==> config.mk <==
export PLATFORM = sky130hd
export DESIGN_NAME = sine_voice_with_release_tail_top
export DESIGN_NICKNAME = d
export VERILOG_FILES = /design/src/rtl/svrt_pkg.sv /design/src/rtl/svrt_seq.sv /design/src/rtl/sine_voice_with_release_tail_top.sv
export SDC_FILE = /design/constraint.sdc
export NUM_CORES = 2
export LEC_CHECK = 0
export ABC_AREA = 1
export BUFFER_PORTS_ARGS = -buffer_cell sky130_fd_sc_hd__buf_2
export CORE_ASPECT_RATIO = 0.5
export CORE_UTILIZATION = 60
export DETAILED_ROUTE_END_ITERATION = 8
export GPL_TIMING_DRIVEN = 0
export HOLD_SLACK_MARGIN = 0.1
export PLACE_DENSITY = 0.84
export REMOVE_ABC_BUFFERS = 1
export SLEW_MARGIN = 20
export SYNTH_ARGS = -nofsm -noshare
export SYNTH_HDL_FRONTEND = slang
export SYNTH_SLANG_ARGS = --single-unit
==> constraint.sdc <==
create_clock -name clock -period 22.6 [get_ports clock]
set_clock_uncertainty 0.2 [all_clocks]
set_input_delay 1.13 -clock clock [delete_from_list [all_inputs] [get_ports clock]]
set_output_delay 1.13 -clock clock [all_outputs]
set_load 0.01 [all_outputs]
==> src/rtl/svrt_pkg.sv <==
`default_nettype none

package svrt_pkg;

   // oscillator geometry
   localparam int PHASE_BITS   = 32;
   localparam int SINE_ENTRIES = 1024;
   localparam int IDX_BITS     = $clog2(SINE_ENTRIES);
   localparam int TURN_W       = 16;
   localparam int TURN_SHIFT   = TURN_W - IDX_BITS;

   // field and register widths
   localparam int SCALE_W   = 40;
   localparam int SCALE_LO  = 32;
   localparam int NOTE_W    = 7;
   localparam int VEL_W     = 7;
   localparam int SAMPLE_W  = 16;
   localparam int LEVEL_W   = 13;
   localparam int TAIL_W    = 17;
   localparam int X_W       = 15;
   localparam int FREQ_W    = 26;
   localparam int BASE_W    = 26;
   localparam int OCT_W     = 4;
   localparam int P_W       = 32;
   localparam int MUL_A_W   = 32;
   localparam int MUL_B_W   = FREQ_W;
   localparam int MUL_W     = MUL_A_W + MUL_B_W;
   localparam int STEP_SUM_W = 64;
   localparam int STEP_LSB  = STEP_SUM_W - PHASE_BITS;
   localparam int PC_W      = 5;

   localparam logic [SCALE_W-1:0] SCALE_RESET = 40'd93824992237;

   // quarter-wave sine polynomial, Q28 coefficients
   localparam logic [P_W-1:0] POLY_C3 = 32'd1256748;
   localparam logic [P_W-1:0] POLY_C2 = 32'd21392333;
   localparam logic [P_W-1:0] POLY_C1 = 32'd173399668;
   localparam logic [P_W-1:0] POLY_C0 = 32'd421657428;
   localparam logic [X_W-1:0] QUARTER = 15'd16384;

   localparam logic [TAIL_W-1:0] TAIL_ONE   = 17'd65536;
   localparam logic [15:0]       TAIL_DECAY = 16'd64881;
   localparam logic [TAIL_W-1:0] TAIL_STOP  = 17'd327;
   localparam logic [31:0]       HALF_Q31   = 32'h4000_0000;
   localparam logic [15:0]       SAMPLE_MAX = 16'd32767;

   typedef enum logic [1:0] {
      REQ_TICK     = 2'd0,
      REQ_ON       = 2'd1,
      REQ_OFF_TAIL = 2'd2,
      REQ_OFF_NOW  = 2'd3
   } req_kind_type;

   typedef enum logic [2:0] {
      MA_NONE, MA_X, MA_P, MA_TAIL, MA_C3, MA_SCALE_LO, MA_SCALE_HI
   } ma_type;

   typedef enum logic [2:0] {
      MB_NONE, MB_X, MB_X2, MB_DECAY, MB_LEVEL, MB_TAIL, MB_P
   } mb_type;

   typedef enum logic [3:0] {
      WB_NONE, WB_X2, WB_TDEC, WB_POLY_C2, WB_POLY_C1, WB_POLY_C0, WB_MAG, WB_PROD,
      WB_ACC, WB_STEP, WB_NOTE, WB_ARM, WB_OFF, WB_EMIT_TAIL, WB_EMIT_PLAIN,
      WB_EMIT_SILENT
   } wb_type;

   typedef enum logic [1:0] {
      JC_NONE, JC_SILENT, JC_NO_TAIL
   } jc_type;

   typedef enum logic {
      SEQ_IDLE, SEQ_RUN
   } seq_state_type;

   typedef struct packed {
      ma_type          ma;
      mb_type          mb;
      wb_type          wb;
      jc_type          jc;
      logic [PC_W-1:0] target;
      logic            emit;
      logic            last;
   } uword_type;

   typedef struct packed {
      logic voice_on;
      logic tail_zero;
      logic out_free;
   } seq_cond_type;

   typedef struct packed {
      logic busy;
      logic go;
   } seq_ctl_type;

   // microcode addresses
   localparam logic [PC_W-1:0] U_SQUARE      = 5'd0;
   localparam logic [PC_W-1:0] U_DECAY       = 5'd1;
   localparam logic [PC_W-1:0] U_HORNER3     = 5'd2;
   localparam logic [PC_W-1:0] U_SUB2        = 5'd3;
   localparam logic [PC_W-1:0] U_HORNER2     = 5'd4;
   localparam logic [PC_W-1:0] U_SUB1        = 5'd5;
   localparam logic [PC_W-1:0] U_HORNER1     = 5'd6;
   localparam logic [PC_W-1:0] U_SUB0        = 5'd7;
   localparam logic [PC_W-1:0] U_TIMES_X     = 5'd8;
   localparam logic [PC_W-1:0] U_MAG         = 5'd9;
   localparam logic [PC_W-1:0] U_LEVEL       = 5'd10;
   localparam logic [PC_W-1:0] U_PROD        = 5'd11;
   localparam logic [PC_W-1:0] U_TAIL        = 5'd12;
   localparam logic [PC_W-1:0] U_EMIT_TAIL   = 5'd13;
   localparam logic [PC_W-1:0] U_EMIT_PLAIN  = 5'd14;
   localparam logic [PC_W-1:0] U_EMIT_SILENT = 5'd15;
   localparam logic [PC_W-1:0] U_NOTE        = 5'd16;
   localparam logic [PC_W-1:0] U_STEP_LO     = 5'd17;
   localparam logic [PC_W-1:0] U_STEP_HI     = 5'd18;
   localparam logic [PC_W-1:0] U_STEP        = 5'd19;
   localparam logic [PC_W-1:0] U_ARM         = 5'd20;
   localparam logic [PC_W-1:0] U_OFF         = 5'd21;

   function automatic logic [PC_W-1:0] entry_pc(input logic [1:0] kind);
      logic [PC_W-1:0] pc;
      case (kind)
         REQ_TICK:     pc = U_SQUARE;
         REQ_ON:       pc = U_NOTE;
         REQ_OFF_TAIL: pc = U_ARM;
         REQ_OFF_NOW:  pc = U_OFF;
         default:      pc = U_OFF;
      endcase
      return pc;
   endfunction

   function automatic uword_type ucode(input logic [PC_W-1:0] pc);
      uword_type w;
      w.ma     = MA_NONE;
      w.mb     = MB_NONE;
      w.wb     = WB_NONE;
      w.jc     = JC_NONE;
      w.target = '0;
      w.emit   = 1'b0;
      w.last   = 1'b0;
      case (pc)
         U_SQUARE: begin
            w.ma = MA_X; w.mb = MB_X; w.jc = JC_SILENT; w.target = U_EMIT_SILENT;
         end
         U_DECAY: begin
            w.ma = MA_TAIL; w.mb = MB_DECAY; w.wb = WB_X2;
         end
         U_HORNER3: begin
            w.ma = MA_C3; w.mb = MB_X2; w.wb = WB_TDEC;
         end
         U_SUB2:    w.wb = WB_POLY_C2;
         U_HORNER2: begin
            w.ma = MA_P; w.mb = MB_X2;
         end
         U_SUB1:    w.wb = WB_POLY_C1;
         U_HORNER1: begin
            w.ma = MA_P; w.mb = MB_X2;
         end
         U_SUB0:    w.wb = WB_POLY_C0;
         U_TIMES_X: begin
            w.ma = MA_P; w.mb = MB_X;
         end
         U_MAG:     w.wb = WB_MAG;
         U_LEVEL: begin
            w.ma = MA_P; w.mb = MB_LEVEL;
         end
         U_PROD: begin
            w.wb = WB_PROD; w.jc = JC_NO_TAIL; w.target = U_EMIT_PLAIN;
         end
         U_TAIL: begin
            w.ma = MA_P; w.mb = MB_TAIL;
         end
         U_EMIT_TAIL: begin
            w.wb = WB_EMIT_TAIL; w.emit = 1'b1; w.last = 1'b1;
         end
         U_EMIT_PLAIN: begin
            w.wb = WB_EMIT_PLAIN; w.emit = 1'b1; w.last = 1'b1;
         end
         U_EMIT_SILENT: begin
            w.wb = WB_EMIT_SILENT; w.emit = 1'b1; w.last = 1'b1;
         end
         U_NOTE:    w.wb = WB_NOTE;
         U_STEP_LO: begin
            w.ma = MA_SCALE_LO; w.mb = MB_P;
         end
         U_STEP_HI: begin
            w.ma = MA_SCALE_HI; w.mb = MB_P; w.wb = WB_ACC;
         end
         U_STEP: begin
            w.wb = WB_STEP; w.last = 1'b1;
         end
         U_ARM: begin
            w.wb = WB_ARM; w.last = 1'b1;
         end
         U_OFF: begin
            w.wb = WB_OFF; w.last = 1'b1;
         end
         default:   w.last = 1'b1;
      endcase
      return w;
   endfunction

   // note base frequencies of the lowest octave, Q22
   function automatic logic [BASE_W-1:0] base_q22(input logic [3:0] semi);
      logic [BASE_W-1:0] f;
      case (semi)
         4'd0:    f = 26'd34291786;
         4'd1:    f = 26'd36330882;
         4'd2:    f = 26'd38491228;
         4'd3:    f = 26'd40780036;
         4'd4:    f = 26'd43204943;
         4'd5:    f = 26'd45774043;
         4'd6:    f = 26'd48495909;
         4'd7:    f = 26'd51379626;
         4'd8:    f = 26'd54434817;
         4'd9:    f = 26'd57671680;
         4'd10:   f = 26'd61101017;
         4'd11:   f = 26'd64734272;
         default: f = '0;
      endcase
      return f;
   endfunction

   typedef logic [127:0][LEVEL_W-1:0] level_rom_type;

   // 0.15 * v / 127 in Q0.15, rounded
   function automatic level_rom_type level_rom_build();
      level_rom_type r;
      for (int i = 0; i < 128; i++) begin
         r[i] = LEVEL_W'((i * 49152 + 635) / 1270);
      end
      return r;
   endfunction

   localparam level_rom_type LEVEL_ROM = level_rom_build();

   function automatic logic [SAMPLE_W-1:0] sat_sample(input logic [31:0] mag,
                                                      input logic neg);
      logic [SAMPLE_W-1:0] m;
      m = (mag > 32'(SAMPLE_MAX)) ? SAMPLE_MAX : mag[SAMPLE_W-1:0];
      return neg ? SAMPLE_W'(16'd0 - m) : m;
   endfunction

endpackage

`default_nettype wire

==> src/rtl/svrt_seq.sv <==
`default_nettype none

module svrt_seq (
   input  logic                    clock,
   input  logic                    reset,
   input  logic                    start,
   input  logic [1:0]              kind,
   input  svrt_pkg::seq_cond_type  cond,
   output svrt_pkg::uword_type     uw,
   output svrt_pkg::seq_ctl_type   ctl
);

   svrt_pkg::seq_state_type state_ff, state_in;
   logic [svrt_pkg::PC_W-1:0] pc_ff, pc_in;
   logic taken;
   logic hold;

   assign uw = svrt_pkg::ucode(pc_ff);

   always_ff @(posedge clock) begin
      if (reset) begin
         state_ff <= svrt_pkg::SEQ_IDLE;
         pc_ff    <= '0;
      end else begin
         state_ff <= state_in;
         pc_ff    <= pc_in;
      end
   end

   always_comb begin
      state_in = state_ff;
      pc_in    = pc_ff;
      case (uw.jc)
         svrt_pkg::JC_SILENT:  taken = !cond.voice_on;
         svrt_pkg::JC_NO_TAIL: taken = cond.tail_zero;
         default:              taken = 1'b0;
      endcase
      // a result step waits until the output register can take it
      hold     = uw.emit && !cond.out_free;
      ctl.busy = (state_ff == svrt_pkg::SEQ_RUN);
      ctl.go   = 1'b0;
      case (state_ff)
         svrt_pkg::SEQ_IDLE: begin
            if (start) begin
               state_in = svrt_pkg::SEQ_RUN;
               pc_in    = svrt_pkg::entry_pc(kind);
            end
         end
         svrt_pkg::SEQ_RUN: begin
            ctl.go = !hold;
            if (!hold) begin
               if (uw.last) begin
                  state_in = svrt_pkg::SEQ_IDLE;
               end else if (taken) begin
                  pc_in = uw.target;
               end else begin
                  pc_in = pc_ff + 5'd1;
               end
            end
         end
         default: state_in = svrt_pkg::SEQ_IDLE;
      endcase
   end

endmodule

`default_nettype wire

==> src/rtl/sine_voice_with_release_tail_top.sv <==
`default_nettype none

// channel  direction  handshake          payload
// req      in         req_valid/stall    req_type, req_note, req_velocity
// rsp      out        rsp_valid/stall    rsp_sample, rsp_note_active
// csr      in         csr_valid/ready    csr_phase_scale
//
// the microcode program drives one shared 32x26 multiplier
// through the Horner chain of the sine polynomial
// synchronous reset clears the voice and the sequencer and loads the scale register with its reset value
// a held result on rsp does not block the next req transaction, only the next result

module sine_voice_with_release_tail_top (
   input  logic                                clock,
   input  logic                                reset,
   input  logic                                req_valid,
   output logic                                req_stall,
   input  logic [1:0]                          req_type,
   input  logic [svrt_pkg::NOTE_W-1:0]         req_note,
   input  logic [svrt_pkg::VEL_W-1:0]          req_velocity,
   output logic                                rsp_valid,
   input  logic                                rsp_stall,
   output logic signed [svrt_pkg::SAMPLE_W-1:0] rsp_sample,
   output logic                                rsp_note_active,
   input  logic                                csr_valid,
   output logic                                csr_ready,
   input  logic [svrt_pkg::SCALE_W-1:0]        csr_phase_scale
);

   svrt_pkg::uword_type    uw;
   svrt_pkg::seq_cond_type cond;
   svrt_pkg::seq_ctl_type  ctl;
   logic start;

   // voice state
   logic [svrt_pkg::PHASE_BITS-1:0] phase_ff, phase_in;
   logic [svrt_pkg::PHASE_BITS-1:0] step_ff, step_in;
   logic [svrt_pkg::LEVEL_W-1:0]    level_ff, level_in;
   logic [svrt_pkg::TAIL_W-1:0]     tail_ff, tail_in;
   logic                            voice_ff, voice_in;
   logic [svrt_pkg::SCALE_W-1:0]    scale_ff, scale_in;
   logic                            rsp_valid_ff, rsp_valid_in;

   // working registers
   logic [svrt_pkg::NOTE_W-1:0]   note_ff, note_in;
   logic [svrt_pkg::VEL_W-1:0]    vel_ff, vel_in;
   logic [svrt_pkg::X_W-1:0]      x_ff, x_in;
   logic                          neg_ff, neg_in;
   logic [svrt_pkg::X_W-1:0]      x2_ff, x2_in;
   logic [svrt_pkg::TAIL_W-1:0]   tdec_ff, tdec_in;
   logic [svrt_pkg::P_W-1:0]      p_ff, p_in;
   logic [svrt_pkg::MUL_W-1:0]    acc_ff, acc_in;
   logic [svrt_pkg::MUL_W-1:0]    mul_ff, mul_in;
   logic [svrt_pkg::SAMPLE_W-1:0] sample_ff, sample_in;
   logic                          active_ff, active_in;

   logic [svrt_pkg::TURN_W-1:0]     turn;
   logic [svrt_pkg::X_W-1:0]        x_new;
   logic [14:0]                     oct_prod;
   logic [svrt_pkg::OCT_W-1:0]      oct;
   logic [svrt_pkg::NOTE_W-1:0]     oct_base;
   logic [3:0]                      semi;
   logic [36:0]                     freq_wide;
   logic [svrt_pkg::FREQ_W-1:0]     freq;
   logic [svrt_pkg::MUL_A_W-1:0]    mul_a;
   logic [svrt_pkg::MUL_B_W-1:0]    mul_b;
   logic [svrt_pkg::MUL_W-1:0]      tdec_sum;
   logic [svrt_pkg::MUL_W-1:0]      mag_sum;
   logic [svrt_pkg::MUL_W-1:0]      rnd_tail_sum;
   logic [32:0]                     rnd_plain_sum;
   logic [svrt_pkg::STEP_SUM_W-1:0] step_sum;
   logic                            tdec_alive;

   svrt_seq u_seq (
      .clock (clock),
      .reset (reset),
      .start (start),
      .kind  (req_type),
      .cond  (cond),
      .uw    (uw),
      .ctl   (ctl)
   );

   assign start           = req_valid && !req_stall;
   assign req_stall       = ctl.busy;
   assign csr_ready       = 1'b1;
   assign rsp_valid       = rsp_valid_ff;
   assign rsp_sample      = signed'(sample_ff);
   assign rsp_note_active = active_ff;

   assign cond.voice_on  = voice_ff;
   assign cond.tail_zero = (tail_ff == '0);
   assign cond.out_free  = !rsp_valid_ff || !rsp_stall;

   // quarter-wave argument from the table index
   assign turn  = svrt_pkg::TURN_W'(phase_ff[svrt_pkg::PHASE_BITS-1 -: svrt_pkg::IDX_BITS])
                  << svrt_pkg::TURN_SHIFT;
   assign x_new = turn[14] ? (svrt_pkg::QUARTER - {1'b0, turn[13:0]}) : {1'b0, turn[13:0]};

   // octave by multiplying with 171/2048, exact for seven-bit notes
   assign oct_prod  = 15'(note_ff) * 15'd171;
   assign oct       = oct_prod[14:11];
   assign oct_base  = 7'(oct) * 7'd12;
   assign semi      = 4'(note_ff - oct_base);
   assign freq_wide = ((37'(svrt_pkg::base_q22(semi)) << oct) + 37'd512) >> 10;
   assign freq      = freq_wide[svrt_pkg::FREQ_W-1:0];

   always_comb begin
      case (uw.ma)
         svrt_pkg::MA_X:        mul_a = 32'(x_ff);
         svrt_pkg::MA_P:        mul_a = p_ff;
         svrt_pkg::MA_TAIL:     mul_a = 32'(tail_ff);
         svrt_pkg::MA_C3:       mul_a = svrt_pkg::POLY_C3;
         svrt_pkg::MA_SCALE_LO: mul_a = scale_ff[svrt_pkg::SCALE_LO-1:0];
         svrt_pkg::MA_SCALE_HI: mul_a = 32'(scale_ff[svrt_pkg::SCALE_W-1:svrt_pkg::SCALE_LO]);
         default:               mul_a = '0;
      endcase
      case (uw.mb)
         svrt_pkg::MB_X:     mul_b = 26'(x_ff);
         svrt_pkg::MB_X2:    mul_b = 26'(x2_ff);
         svrt_pkg::MB_DECAY: mul_b = 26'(svrt_pkg::TAIL_DECAY);
         svrt_pkg::MB_LEVEL: mul_b = 26'(level_ff);
         svrt_pkg::MB_TAIL:  mul_b = 26'(tail_ff);
         svrt_pkg::MB_P:     mul_b = p_ff[svrt_pkg::FREQ_W-1:0];
         default:            mul_b = '0;
      endcase
   end

   assign tdec_sum      = mul_ff + svrt_pkg::MUL_W'(32768);
   assign mag_sum       = (mul_ff >> 14) + svrt_pkg::MUL_W'(4096);
   assign rnd_tail_sum  = mul_ff + svrt_pkg::MUL_W'(svrt_pkg::HALF_Q31);
   assign rnd_plain_sum = 33'(p_ff) + 33'd16384;
   assign step_sum      = svrt_pkg::STEP_SUM_W'(acc_ff)
                          + (svrt_pkg::STEP_SUM_W'(mul_ff) << svrt_pkg::SCALE_LO);
   assign tdec_alive    = tdec_ff > svrt_pkg::TAIL_STOP;

   always_comb begin
      phase_in     = phase_ff;
      step_in      = step_ff;
      level_in     = level_ff;
      tail_in      = tail_ff;
      voice_in     = voice_ff;
      scale_in     = scale_ff;
      rsp_valid_in = rsp_valid_ff && rsp_stall;
      note_in      = note_ff;
      vel_in       = vel_ff;
      x_in         = x_ff;
      neg_in       = neg_ff;
      x2_in        = x2_ff;
      tdec_in      = tdec_ff;
      p_in         = p_ff;
      acc_in       = acc_ff;
      mul_in       = mul_ff;
      sample_in    = sample_ff;
      active_in    = active_ff;

      if (csr_valid && csr_ready) begin
         scale_in = csr_phase_scale;
      end

      if (start) begin
         note_in = req_note;
         vel_in  = req_velocity;
         x_in    = x_new;
         neg_in  = turn[15];
      end

      if (ctl.go) begin
         mul_in = mul_a * mul_b;
         case (uw.wb)
            svrt_pkg::WB_X2:      x2_in   = svrt_pkg::X_W'(mul_ff >> 14);
            svrt_pkg::WB_TDEC:    tdec_in = svrt_pkg::TAIL_W'(tdec_sum >> 16);
            svrt_pkg::WB_POLY_C2: p_in    = svrt_pkg::POLY_C2 - 32'(mul_ff >> 14);
            svrt_pkg::WB_POLY_C1: p_in    = svrt_pkg::POLY_C1 - 32'(mul_ff >> 14);
            svrt_pkg::WB_POLY_C0: p_in    = svrt_pkg::POLY_C0 - 32'(mul_ff >> 14);
            svrt_pkg::WB_MAG:     p_in    = 32'(mag_sum >> 13);
            svrt_pkg::WB_PROD:    p_in    = mul_ff[svrt_pkg::P_W-1:0];
            svrt_pkg::WB_ACC:     acc_in  = mul_ff;
            svrt_pkg::WB_STEP: begin
               step_in = step_sum[svrt_pkg::STEP_LSB +: svrt_pkg::PHASE_BITS];
            end
            svrt_pkg::WB_NOTE: begin
               p_in     = 32'(freq);
               level_in = svrt_pkg::LEVEL_ROM[vel_ff];
               phase_in = '0;
               tail_in  = '0;
               voice_in = 1'b1;
            end
            svrt_pkg::WB_ARM: begin
               if (tail_ff == '0) begin
                  tail_in = svrt_pkg::TAIL_ONE;
               end
            end
            svrt_pkg::WB_OFF: voice_in = 1'b0;
            svrt_pkg::WB_EMIT_TAIL: begin
               rsp_valid_in = 1'b1;
               sample_in    = svrt_pkg::sat_sample(32'(rnd_tail_sum >> 31), neg_ff);
               phase_in     = phase_ff + step_ff;
               tail_in      = tdec_ff;
               voice_in     = tdec_alive;
               active_in    = tdec_alive;
            end
            svrt_pkg::WB_EMIT_PLAIN: begin
               rsp_valid_in = 1'b1;
               sample_in    = svrt_pkg::sat_sample(32'(rnd_plain_sum >> 15), neg_ff);
               phase_in     = phase_ff + step_ff;
               active_in    = voice_ff;
            end
            svrt_pkg::WB_EMIT_SILENT: begin
               rsp_valid_in = 1'b1;
               sample_in    = '0;
               active_in    = 1'b0;
            end
            default: ;
         endcase
      end
   end

   always_ff @(posedge clock) begin
      if (reset) begin
         phase_ff     <= '0;
         step_ff      <= '0;
         level_ff     <= '0;
         tail_ff      <= '0;
         voice_ff     <= 1'b0;
         scale_ff     <= svrt_pkg::SCALE_RESET;
         rsp_valid_ff <= 1'b0;
      end else begin
         phase_ff     <= phase_in;
         step_ff      <= step_in;
         level_ff     <= level_in;
         tail_ff      <= tail_in;
         voice_ff     <= voice_in;
         scale_ff     <= scale_in;
         rsp_valid_ff <= rsp_valid_in;
      end
   end

   always_ff @(posedge clock) begin
      note_ff   <= note_in;
      vel_ff    <= vel_in;
      x_ff      <= x_in;
      neg_ff    <= neg_in;
      x2_ff     <= x2_in;
      tdec_ff   <= tdec_in;
      p_ff      <= p_in;
      acc_ff    <= acc_in;
      mul_ff    <= mul_in;
      sample_ff <= sample_in;
      active_ff <= active_in;
   end

   // a result step never overwrites a transaction still held on rsp
   a_emit_free: assert property (@(posedge clock) disable iff (reset)
      ctl.go && uw.emit |-> !(rsp_valid_ff && rsp_stall))
      else $error("result step ran while output held");

   // new results come only from a result step of the program
   a_emit_source: assert property (@(posedge clock) disable iff (reset)
      $rose(rsp_valid_ff) |-> $past(ctl.go && uw.emit))
      else $error("result appeared without a result step");

   // a sounding voice with a tail always has the tail above the stop level
   a_tail_alive: assert property (@(posedge clock) disable iff (reset)
      voice_ff && (tail_ff != '0) |-> tail_ff > svrt_pkg::TAIL_STOP)
      else $error("voice sounding with an expired tail");

endmodule

`default_nettype wire
==> flow_summary.toml <==
[layout]
drive_gt1_share_pct = 6.04
syn_to_final_growth_pct = 6.64
design_area_um2 = 55000
layout.cells.non_filler = 7824
nFillCells = 7018
utilization_pct = 65.1
fin_nets = 7807

[yosys]
synth_cells = 6749
synth.ff_latch_count = 331
synth_common_cells = "inv_1, nand2_1, fa_1"
synthArstFlopShare_pct = 0
synth_edf_count = 189
seq_area_frac_synth_pct = 16.5
synth.most_common_cell = "inv_1"
synth_top_area_share_pct = 28.3
synth_ff_type = "edfxtp_1"
ys_top_cells_by_area = "fa_1, edfxtp_1, inv_1"
yosys_warnings = 0
netlist_area_um2 = 51600
syn-mean-instance-area_um2 = 7.65
synth_cell_types = 74
synth_top_cell_by_area = "fa_1"

[global_routing]
grt_antenna_before_repair = 4
grt_pass1_vias = 46762
grt_max_degree = 71
grtUsageTotal_pct = 39.7
grt-ovfl-total = 0
grt_pass1_wl_mm = 265

[worst_setup_path]
path_max_fanout = 19
arrival_ps = 11790
crit_type = "register to register"
r2r_setup_slack_ps = 10940
timing.critical_path.required_ps = 22730
r2r_cells = 42
cpPeakStageDelay_ps = 1210
crit_slowest_cell = "clkinv_1"
cpMostUsedCell = "inv_1"
start_kind = "register"
crit_path_end_kind = "register"

[pwr]
ir_drop_mv = 0.147
cellLeakagePower_nw = 27.2
power_mw = 7.21
powerDensity_nw_per_um2 = 131

[die]
io_pins = 81
fp-row-count = 75
fp.dieW_um = 417
initial_core_util_pct = 61.1
die_h_um = 209
core_um2 = 84500
dieArea_um2 = 87200

[drt]
vias_per_cell = 6.04
wl_per_cell_um = 22.1
drc_errors = 0
drt_iter0_drc = 6072
routed_wl_mm = 173
ant_nets = 0
first_pass_iters = 9
vias = 47243

[clock_network]
tritoncts = "built"
clock-sinks = 331
cts_hold_buf = 0
cts_buffers = 38
insertion_delay_ps = 560
htreeDepth = 2
cts_setup_buffers = 0
cts_resized = 0
max-clock-path-buffers = 3
path_clk_slew_ps = 60
root_buffer = "clkbuf_16"

[place]
gp_congestion = 1.03
post-place-ws_ps = 11140
place_area_um2 = 53700
dp.cells = 7751
detailedPlacementHpwl_mm = 136
io_buffers = 79

[worst_hold_path]
hold_class = "register to register"
min_path_cells = 2

[timing]
fmax_ghz = 0.0858
setup-tns-final_ps = 0
rsz0062_at_grt = "no"
hold-worst-slack_ps = 255
slew_violations = 0
final-hold-violation-count = 0
setup_viol = 0
post-route-period-util_pct = 51.6
worst_pin_slew_ps = 1210
fin_ws_ps = 10940
relSlewSlack_pct = 18.9
period_needed_ps = 11660

[run]
max_cap_viol_count = 0

[run_status]
status = "finished, final reports clean"
area by class of cell:
class | count | area (um2) | share of cell area (%)
antenna | 2 | 5.00 | 0.00910
clock buffer | 55 | 1150 | 2.10
clock inverter | 15 | 138 | 0.250
inverter | 1468 | 5520 | 10.0
multi-input combinational | 4693 | 37000 | 67.2
sequential | 331 | 8520 | 15.5
tap | 1116 | 1400 | 2.54
timing repair buffer | 144 | 1340 | 2.43
final timing paths:
| path | start | end |
|---|---|---|
| worst max-delay path | u_seq.pc_ff[0] | mul_ff[54] |
| worst min-delay path | scale_ff[38] | scale_ff[38] |
| worst max register to register | u_seq.pc_ff[0] | mul_ff[54] |
| worst min register to register | scale_ff[38] | scale_ff[38] |
critical path: cells and delay by family, from the launching register on:
| kind | cells | cell delay, ps |
|---|---|---|
| and+or+nand+nor | 12 | 2380 |
| DFF | 1 | 420 |
| xor gates and xnor gates | 1 | 320 |
| buffers and inverters | 12 | 2390 |
| AOI/OAI and AO/OA | 8 | 1480 |
| adders and majority gates | 9 | 4220 |
where the power goes:
group | internal, mW | total [mW] | switching (mW)
sequential | 0.838 | 1.04 | 0.201
combinational | 1.74 | 5.53 | 3.78
clock | 0.380 | 0.643 | 0.263
sequential cells by signal (all words and copies together) (netlist names), 13 cells and up:
register    flops
scale_ff       40
level_ff       13
phase_ff       32
tail_ff        17
tdec_ff        17
rsp_sample     16
p_ff           32
mul_ff         58
acc_ff         26
step_ff        32
x2_ff          15
routing by layer:
layer | up-vias | GRT usage (%) | part of all wire (%)
met4 | 2 | 19.0 | 5.8
li1 | 20832 | - | -
met1 | 22400 | 52.9 | 38
met5 | - | 0 | 0.0093
met2 | 3336 | 58.9 | 42
met3 | 673 | 12.3 | 15
cell families (layout without fill, tap and decap cells):
kind of cell               after synthesis  count (layout)  share of synthesized area, %
adders and majority gates             1070            1070                          36.6
buffers and inverters                 1725            1682                          12.8
xor gates and xnor gates               183             183                          3.12
and+or+nand+nor                       2477            2477                          20.1
DFF                                    331             331                          16.5
other                                    1               3                       0.00727
AOI/OAI and AO/OA                      962             962                          10.9
cell usage in the layout, fill, tap and decap left out, types with 89 or more instances in the layout:
cell,count
inv_1,1415
xor2_1,129
edfxtp_1,189
ha_1,341
a21oi_1,325
buf_2,89
nor2_1,684
nand3_1,262
o21ai_0,297
fa_1,729
dfxtp_1,142
nand2_1,1256
Note: power is estimated with default switching activity, not from simulation.
